**src/hw/rtl/kce_pkg.sv**
```systemverilog
package kce_pkg;

  // Depth of the entry buffer in keys.
  localparam int unsigned BUFFER_DEPTH = 10;

  // Field widths.
  localparam int unsigned KEY_W   = 4;
  localparam int unsigned COUNT_W = 4;
  localparam int unsigned STOP_W  = 2;
  localparam int unsigned VALUE_W = 30;

  // Request types.
  localparam logic REQ_KEY   = 1'b0;
  localparam logic REQ_CLEAR = 1'b1;

  // Key codes.
  localparam logic [KEY_W-1:0] KEY_NONE  = 4'd0;
  localparam logic [KEY_W-1:0] KEY_STAR  = 4'd10;
  localparam logic [KEY_W-1:0] KEY_ZERO  = 4'd11;
  localparam logic [KEY_W-1:0] KEY_HASH  = 4'd12;

  // First terminator codes.
  localparam logic [STOP_W-1:0] STOP_NONE = 2'd0;
  localparam logic [STOP_W-1:0] STOP_STAR = 2'd1;
  localparam logic [STOP_W-1:0] STOP_HASH = 2'd2;
  localparam logic [STOP_W-1:0] STOP_FULL = 2'd3;

  localparam logic [COUNT_W-1:0] DEPTH_CNT = COUNT_W'(BUFFER_DEPTH);

  // One captured input transaction.
  typedef struct packed {
    logic             req_type;
    logic [KEY_W-1:0] key_code;
  } item_t;

  // Running totals of the entry buffer.
  typedef struct packed {
    logic [COUNT_W-1:0] fill;
    logic [STOP_W-1:0]  stop;
    logic [COUNT_W-1:0] digits;
    logic [VALUE_W-1:0] value;
  } totals_t;

endpackage

```
**src/hw/rtl/kce_in_stage.sv**
```systemverilog
module kce_in_stage (
  input  logic                      clk,
  input  logic                      rst_n,
  input  logic                      in_valid,
  output logic                      in_ready,
  input  logic                      in_req_type,
  input  logic [kce_pkg::KEY_W-1:0] in_key_code,
  input  logic                      advance_i,
  output logic                      item_valid_o,
  output kce_pkg::item_t            item_o
);

  logic           valid_r;
  logic           valid_nxt;
  kce_pkg::item_t item_r;

  // The stage takes a new transaction when empty or when its item moves on.
  assign in_ready  = !valid_r || advance_i;
  assign valid_nxt = (in_valid && in_ready) ? 1'b1 : (advance_i ? 1'b0 : valid_r);

  always_ff @(posedge clk) begin
    if (!rst_n) begin
      valid_r <= 1'b0;
    end else begin
      valid_r <= valid_nxt;
    end
  end

  // Payload needs no reset.
  always_ff @(posedge clk) begin
    if (in_valid && in_ready) begin
      item_r.req_type <= in_req_type;
      item_r.key_code <= in_key_code;
    end
  end

  assign item_valid_o = valid_r;
  assign item_o       = item_r;

endmodule

```
**src/hw/rtl/kce_update.sv**
```systemverilog
module kce_update (
  input  kce_pkg::item_t   item_i,
  input  kce_pkg::totals_t cur_i,
  output kce_pkg::totals_t nxt_o,
  output logic             overflow_o
);

  logic                          key_valid;
  logic [kce_pkg::COUNT_W-1:0]   fill_inc;
  logic [kce_pkg::VALUE_W-1:0]   digit_val;
  logic [kce_pkg::VALUE_W-1:0]   value_x10;

  assign key_valid = (item_i.key_code != kce_pkg::KEY_NONE) &&
                     (item_i.key_code <= kce_pkg::KEY_HASH);
  assign fill_inc  = cur_i.fill + kce_pkg::COUNT_W'(1);
  assign digit_val = (item_i.key_code == kce_pkg::KEY_ZERO) ? '0 :
                     kce_pkg::VALUE_W'(item_i.key_code);
  // Times ten as two shifts and an add; the result wraps at the field width.
  assign value_x10 = (cur_i.value << 3) + (cur_i.value << 1);

  always_comb begin
    nxt_o      = cur_i;
    overflow_o = 1'b0;
    if (item_i.req_type == kce_pkg::REQ_CLEAR) begin
      nxt_o = '0;
    end else if (key_valid) begin
      if (cur_i.fill >= kce_pkg::DEPTH_CNT) begin
        // A key on a full buffer is dropped and the buffer emptied.
        nxt_o      = '0;
        overflow_o = 1'b1;
      end else begin
        nxt_o.fill = fill_inc;
        if (cur_i.stop == kce_pkg::STOP_NONE) begin
          if (item_i.key_code == kce_pkg::KEY_STAR) begin
            nxt_o.stop = kce_pkg::STOP_STAR;
          end else if (item_i.key_code == kce_pkg::KEY_HASH) begin
            nxt_o.stop = kce_pkg::STOP_HASH;
          end else if (fill_inc >= kce_pkg::DEPTH_CNT) begin
            // The last free slot took a digit with no terminator seen.
            nxt_o.stop   = kce_pkg::STOP_FULL;
            nxt_o.digits = fill_inc;
            nxt_o.value  = '0;
          end else begin
            nxt_o.digits = cur_i.digits + kce_pkg::COUNT_W'(1);
            nxt_o.value  = value_x10 + digit_val;
          end
        end
      end
    end
  end

endmodule

```
**src/hw/rtl/keypad_code_entry_core.sv**
```systemverilog
// Keypad code entry core. Each key-press or clear transaction produces one
// result transaction carrying the overflow flag, the number of keys held,
// the first terminator, the digit count before it and their decimal value.
// The block accepts one transaction per clock cycle when its results are
// not stalled. A result passes through the input register and the result
// register, with one pass of the running-total update logic between them.
// A stalled result holds the pipeline; the input register keeps accepting
// as long as its item can move into the result register.
module keypad_code_entry_core (
  input  logic                        clk,
  input  logic                        rst_n,
  input  logic                        in_valid,
  output logic                        in_ready,
  input  logic                        in_req_type,
  input  logic [kce_pkg::KEY_W-1:0]   in_key_code,
  output logic                        out_valid,
  input  logic                        out_ready,
  output logic                        out_overflow,
  output logic [kce_pkg::COUNT_W-1:0] out_entry_count,
  output logic [kce_pkg::STOP_W-1:0]  out_stop_kind,
  output logic [kce_pkg::COUNT_W-1:0] out_digit_count,
  output logic [kce_pkg::VALUE_W-1:0] out_typed_value
);

  logic             item_valid;
  kce_pkg::item_t   item;
  logic             advance;
  kce_pkg::totals_t totals_r;
  kce_pkg::totals_t totals_nxt;
  logic             overflow;
  logic             out_valid_r;
  logic             out_valid_nxt;
  logic             overflow_r;
  kce_pkg::totals_t result_r;

  // The captured item moves on when the result register is free.
  assign advance = item_valid && (!out_valid_r || out_ready);

  kce_in_stage u_in_stage (
    .clk          (clk),
    .rst_n        (rst_n),
    .in_valid     (in_valid),
    .in_ready     (in_ready),
    .in_req_type  (in_req_type),
    .in_key_code  (in_key_code),
    .advance_i    (advance),
    .item_valid_o (item_valid),
    .item_o       (item)
  );

  kce_update u_update (
    .item_i     (item),
    .cur_i      (totals_r),
    .nxt_o      (totals_nxt),
    .overflow_o (overflow)
  );

  // Running totals advance with every item that reaches the result register.
  always_ff @(posedge clk) begin
    if (!rst_n) begin
      totals_r <= '0;
    end else if (advance) begin
      totals_r <= totals_nxt;
    end
  end

  // Result register.
  assign out_valid_nxt = advance ? 1'b1 : ((out_valid_r && out_ready) ? 1'b0 : out_valid_r);

  always_ff @(posedge clk) begin
    if (!rst_n) begin
      out_valid_r <= 1'b0;
    end else begin
      out_valid_r <= out_valid_nxt;
    end
  end

  always_ff @(posedge clk) begin
    if (advance) begin
      overflow_r <= overflow;
      result_r   <= totals_nxt;
    end
  end

  assign out_valid       = out_valid_r;
  assign out_overflow    = overflow_r;
  assign out_entry_count = result_r.fill;
  assign out_stop_kind   = result_r.stop;
  assign out_digit_count = result_r.digits;
  assign out_typed_value = (result_r.stop == kce_pkg::STOP_FULL) ? '0 : result_r.value;

  // The buffer never holds more keys than its depth.
  a_fill_bound: assert property (@(posedge clk) disable iff (!rst_n)
    totals_r.fill <= kce_pkg::DEPTH_CNT)
    else $error("fill count exceeds buffer depth");

  // Digits before the terminator never outnumber the keys held.
  a_digits_bound: assert property (@(posedge clk) disable iff (!rst_n)
    totals_r.digits <= totals_r.fill)
    else $error("digit count exceeds fill count");

  // An overflow result reports an emptied buffer.
  a_overflow_clear: assert property (@(posedge clk) disable iff (!rst_n)
    (out_valid && out_overflow) |-> (out_entry_count == '0 && out_stop_kind == '0))
    else $error("overflow result with a non-empty buffer");

  // A buffer full of digits reports the full depth and a zero value.
  a_full_digits: assert property (@(posedge clk) disable iff (!rst_n)
    (out_valid && out_stop_kind == kce_pkg::STOP_FULL) |->
      (out_digit_count == kce_pkg::DEPTH_CNT && out_entry_count == kce_pkg::DEPTH_CNT))
    else $error("full-of-digits result is inconsistent");

endmodule

```
**config.mk**
```make
export PLATFORM = sky130hd
export DESIGN_NAME = keypad_code_entry_core
export DESIGN_NICKNAME = d
export VERILOG_FILES = /design/src/hw/rtl/kce_pkg.sv /design/src/hw/rtl/kce_in_stage.sv /design/src/hw/rtl/kce_update.sv /design/src/hw/rtl/keypad_code_entry_core.sv
export SDC_FILE = /design/constraint.sdc
export NUM_CORES = 1
export LEC_CHECK = 0
export ABC_AREA = 0
export BUFFER_PORTS_ARGS = -buffer_cell sky130_fd_sc_hd__buf_2
export CORE_MARGIN = 3
export CORE_UTILIZATION = 61
export CTS_CLUSTER_DIAMETER = 100
export DETAILED_ROUTE_END_ITERATION = 10
export PLACE_DENSITY_LB_ADDON = 0.08
export REMOVE_ABC_BUFFERS = 1
export SETUP_SLACK_MARGIN = 0.4
export SLEW_MARGIN = 20
export SYNTH_ARGS = -nofsm -noshare
export SYNTH_HDL_FRONTEND = slang
export SYNTH_SLANG_ARGS = --single-unit
export TNS_END_PERCENT = 30
```
**constraint.sdc**
```tcl
create_clock -name clk -period 4.9 [get_ports clk]
set_input_delay 0.98 -clock clk [delete_from_list [all_inputs] [get_ports clk]]
set_output_delay 0.98 -clock clk [all_outputs]
set_load 0.01 [all_outputs]
```
# == Word level (Yosys, flattened, before mapping) ==
# Cells that the tools add are included.
# classes
eq_ne,4
n_mux,17
n_reduce_logical,13
magnitude_cmp,3
bitwise,1
addsub,4
# ops
cell,count
two-way mux 40 bit,3
two-way mux 34 bit,3
adder 30 bit,2
two-way mux 36 bit,1
two-way mux 30 bit,1
equality test 4 bit (second input constant),3
adder 4 x 1 -> 4 bit (second input constant),2
greater-or-equal comparator 4 bit (second input constant),2
two-way mux 2 bit,3
two-way mux 1 bit,5
<= comparator 4 bit (second input constant),1
logical AND 1 bit,4
two-way mux 4 bit,1
nonzero test 2 bit,2
nonzero test 4 bit,1
equality test 2 bit (second input constant),1
zero test 1 bit,2
zero test 2 bit,1
logical OR 1 bit,2
OR reduction 2 bit,1
NOT 1 bit,1
# word_totals
in_bits,9
ff_bits,88

# == Logic depth before layout (Yosys ltp) ==
# logic_depth
depth_word,10
mapped_depth,16
ltp_nobuf,15

# == Cells and area by module ==
# Synthesis repeated with hierarchy kept, for this count alone.
# hier_totals
hier_cells,673
hier_area_um2,6224.7
# modules_own_cells
module,seq_area_each_um2,cells_each,instances,area_each_um2
keypad_code_entry_core,2052.0,263,1,3191.8
kce_update,0.0,400,1,2825.2
kce_in_stage,170.2,10,1,207.7

# == Worst setup path after synthesis ==
# Ideal clock, no wire load.
# synth_timing
path_kind,register to register
from,reg u_in_stage.item_r (netlist bit u_in_stage.item_o[2])
to,"reg result_r[20] (netlist name), data pin"
setup_ps,256
stages_incl_launch_ff,16
arrival_ps,3176
slack_ps,1467
required_ps,4644
synth_period_minus_slack_ps,3433
path_cell_list,edfxtp_1 -> buf_2 -> nand4b_1 -> and2_1 -> fa_1 -> inv_1 -> fa_1 -> nand2b_1 -> a21oi_1 -> o21ai_1 -> nand2b_2 -> a31oi_2 -> o21ai_1 -> a31oi_1 -> xnor2_1 -> a22o_1
# synth_rtl
element,line_no,source
from (decl),kce_in_stage.sv:15,kce_pkg::item_t item_r;
to (signal assigned),keypad_code_entry_core.sv:81,result_r <= totals_nxt;
to (decl),keypad_code_entry_core.sv:34,kce_pkg::totals_t result_r;

==> impl_metrics.csv <==
group,metric,value,unit
status,status,"finished clean",
cts,root_buffer,"clkbuf_8",
finish,multiInputGateArea,3540,um2
power_and_ir_drop,cellInternalPower,1.11,mW
floorplanning,fp.dieH,106,um
synth,synthSimpleGateAreaFrac,20.4,%
cts,clkTransAtPathRegs,0.09,ns
cts,clock-sinks,88,
setup_path,path_class,"flop to flop",
grt,grt_start_max_net_pins,43,
setup_path,rr_endpoint,"result_r[22]",
min_path,hold_end,"totals_r[33]",
setup_path,worst_setup_path_end_kind,"flop",
finish,syn2layout_area_growth,6.80,%
cts,numCtsBuffers,9,
setup_path,worstSetupStartpointType,"flop",
floorplanning,core,9460,um2
synth,synthCells,673,
synth,ys_types,75,
power_and_ir_drop,p_clk_share,35.8,%
placed_design,dp_cells,813,
power_and_ir_drop,peakVddDrop,130,uV
cts,post-cts-setup-buffers,0,
floorplanning,die_x,106,um
timing,worstMarginPinSlew,1.00,ns
finish,drive_gt1_share,14.1,%
min_path,holdPathStages,2,
synth,synth-compound-area-share,21.0,%
floorplanning,dieArea,11200,um2
power_and_ir_drop,comb_power_share,11.3,%
synth,seq_area_frac_synth,36.7,%
setup_path,max_stage_delay,0.55,ns
cts,cts_buffer_depth,2,
placed_design,place_hpwl,10500,um
timing,fmax,0.262,GHz
timing,max_slew_margin,32.8,%
timing,tns,0,ns
cts,cts_tree,"built",
detailed_routing,drc,0,
synth,synth-xor-area-share,4.18,%
synth,synth_top_flop_cell,"edfxtp_1",
setup_path,worstPathMaxFanout,10,
cts,holdBufCountCts,0,
setup_path,worst_r2r_path_depth,14,
power_and_ir_drop,p_seq_share,52.9,%
synth,synth_seq_cells,88,
setup_path,crit_chain,"nand4b_1 > and2_1 > fa_1 > inv_1 > fa_1 > nand2b_1 > a21oi_1 > o21ai_1 > nand2b_2 > a31oi_2 > o21ai_1 > a211o_1 > a2111oi_0 > nand3b_1",
cts,htree_levels,3,
detailed_routing,wirelength,15000,um
power_and_ir_drop,power.density,237,nW/um2
floorplanning,pin_count,52,
grt,grt_pass1_wl,24400,um
synth,async_flop_share,0,%
timing,setup_viol,0,
power_and_ir_drop,power.switching,424,uW
setup_path,slowest_stage,"edfxtp_1",
cts,clk-insertion-delay-late,0.36,ns
finish,fin_util,68.3,%
synth,syn_avg_cell_area,8.99,um2
synth,yosysWarnings,0,
flow_run,drv_cap,0,
grt,grt.overflow.total,0,
synth,synth.area.mux_share,0.331,%
setup_path,r2r_setup_slack,1.08,ns
power_and_ir_drop,power.total,1.53,mW
timing,finalHoldViolCount,0,
timing,skew,0.0117,ns
min_path,hold_path_class,"flop to flop",
synth,synth_top_family_by_area,"compound AO/OA/AOI/OAI gates",
setup_path,worstReg2RegStart,"u_in_stage.item_o[2]",
placed_design,io_buffers,51,
timing,period_share,77.9,%
min_path,min_from,"totals_r[33]",
timing,rsz0062_at_grt,"no",
detailed_routing,dr.pass1.iters,5,
floorplanning,row_count,35,
finish,fin_nets,764,
timing,drv_slew,0,
finish,diodes,0,
finish,regArea,2220,um2
detailed_routing,vias,5033,
synth,syn-cell-area,6050,um2
synth,synth_edf_count,46,
detailed_routing,drtIter0Drc,304,
synth,synthAdderAreaFrac,12.6,%
power_and_ir_drop,swShare,27.7,%
grt,antenna_found_initial,0,
detailed_routing,antenna_left,0,
setup_path,critPathRequiredTime,5.01,ns
power_and_ir_drop,p_leak,2.69,nW
grt,grt_use_total,27.5,%
finish,layout.cells.non_filler,829,
floorplanning,initial_utilization,64.0,%
cts,post_cts_resized,0,
setup_path,crit_arrival,3.93,ns
placed_design,place_congestion,0.922,
detailed_routing,wl_per_cell,18.1,um
detailed_routing,via_per_inst,6.07,
finish,fillers,786,
timing,min_period,3.82,ns
grt,grt_pass1_vias,4817,
-- area by class of cell --
cell class,count,area share (%)
sequential,88,34.4
tap,129,2.50
timing repair buffer,55,4.41
inverter,11,0.639
multi-input combinational,530,54.8
clock buffer,10,2.13
clock inverter,6,1.16
-- cell usage in the layout (no fill, tap or decap), types with 7 or more instances in the layout --
master,n
nand2_1,78
nor2_1,76
ha_1,58
a21oi_1,57
buf_2,51
edfxtp_1,46
dfxtp_1,42
and2_1,38
xnor2_1,20
o21ai_0,17
nand3_1,15
o21ai_1,15
a22oi_1,14
a21o_1,12
inv_1,10
a211oi_1,10
clkbuf_8,10
nor3_1,9
xor2_1,7
nand2b_1,7
-- stage by stage --
step | setup slack, ns | area [um2] | hold slack (ns)
after CTS | 1.11 | 6460 | 0.496
after global placement | 1.26 | 6250 | 0.471
after detailed placement | 1.13 | 6250 | 0.483
after global routing | 0.888 | 6460 | 0.520
after floorplan | 1.24 | 5810 | 0.450
final | 1.08 | 6460 | 0.489
-- state kept, by name (all words and copies together) (netlist names) --
signal                   count
out_stop_kind                2
out_overflow                 1
result_r                    30
out_valid                    1
out_entry_count              4
out_digit_count              4
u_in_stage.item_valid_o      1
u_in_stage.item_o            5
totals_r                    40
-- Yosys cell counts, types with 5 or more instances --
master    count  area (um2)
a21o_1       12        90.1
ha_1         58         726
nor3_1        9        45.0
nand2_1      78         293
xor2_1        7        61.3
o21ai_1      15        75.1
nand3_1      15        75.1
xnor2_1      20         175
buf_2        15        75.1
dfxtp_1      42         841
a22oi_1      14         105
nand2b_1      7        43.8
buf_4        13        97.6
inv_1        11        41.3
a211oi_1     10        75.1
o21ai_0      17        85.1
nor2_1       76         285
edfxtp_1     46        1380
clkbuf_1     13        48.8
o21a_1        5        37.5
a21oi_1      57         285
and2_1       38         238
nor2b_1       5        31.3
-- how the worst max path moves through the flow --
stage                    startpoint           end  depth (start not counted)
2_1_floorplan             out_ready  totals_r[10]                          7
3_3_place_gp   u_in_stage.item_o[2]  result_r[20]                         14
3_5_place_dp   u_in_stage.item_o[2]  result_r[20]                         14
4_1_cts        u_in_stage.item_o[2]  result_r[20]                         14
5_1_grt        u_in_stage.item_o[2]  result_r[26]                         14
6_report       u_in_stage.item_o[2]  result_r[22]                         14
-- critical path: cells and delay by family (launching register included) --
kind	cells	cell delay (ns)
buffers and inverters	1	0.06
adders and majority gates	2	0.95
and+or+nand+nor	5	0.97
DFF	1	0.55
AOI/OAI and AO/OA	6	1.03
-- kinds of logic after synthesis --
group,Yosys count
fa+ha+maj,60
buf+inv,55
mux,2
compound gates,183
flops,88
simple gates,257
xor+xnor,28
-- per-layer routing --
layer	track usage, %	up-vias	wire, um
met4	7.40	0	203
met1	36.9	2412	6690
met2	47.3	150	7380
met3	3.06	15	760
li1	-	2456	-
met5	0	-	0
-- power groups by stage --
stage | Combinational, mW | Clock [mW] | Sequential (mW)
finish | 0.173 | 0.547 | 0.810
global route | 0.189 | 0.585 | 0.813
CTS | 0.173 | 0.555 | 0.809
detailed placement | 0.173 | 0 | 0.826
global placement | 0.171 | 0 | 0.826
floorplan | 0.103 | 0 | 0.826
Power figures use the tool's default switching activity.
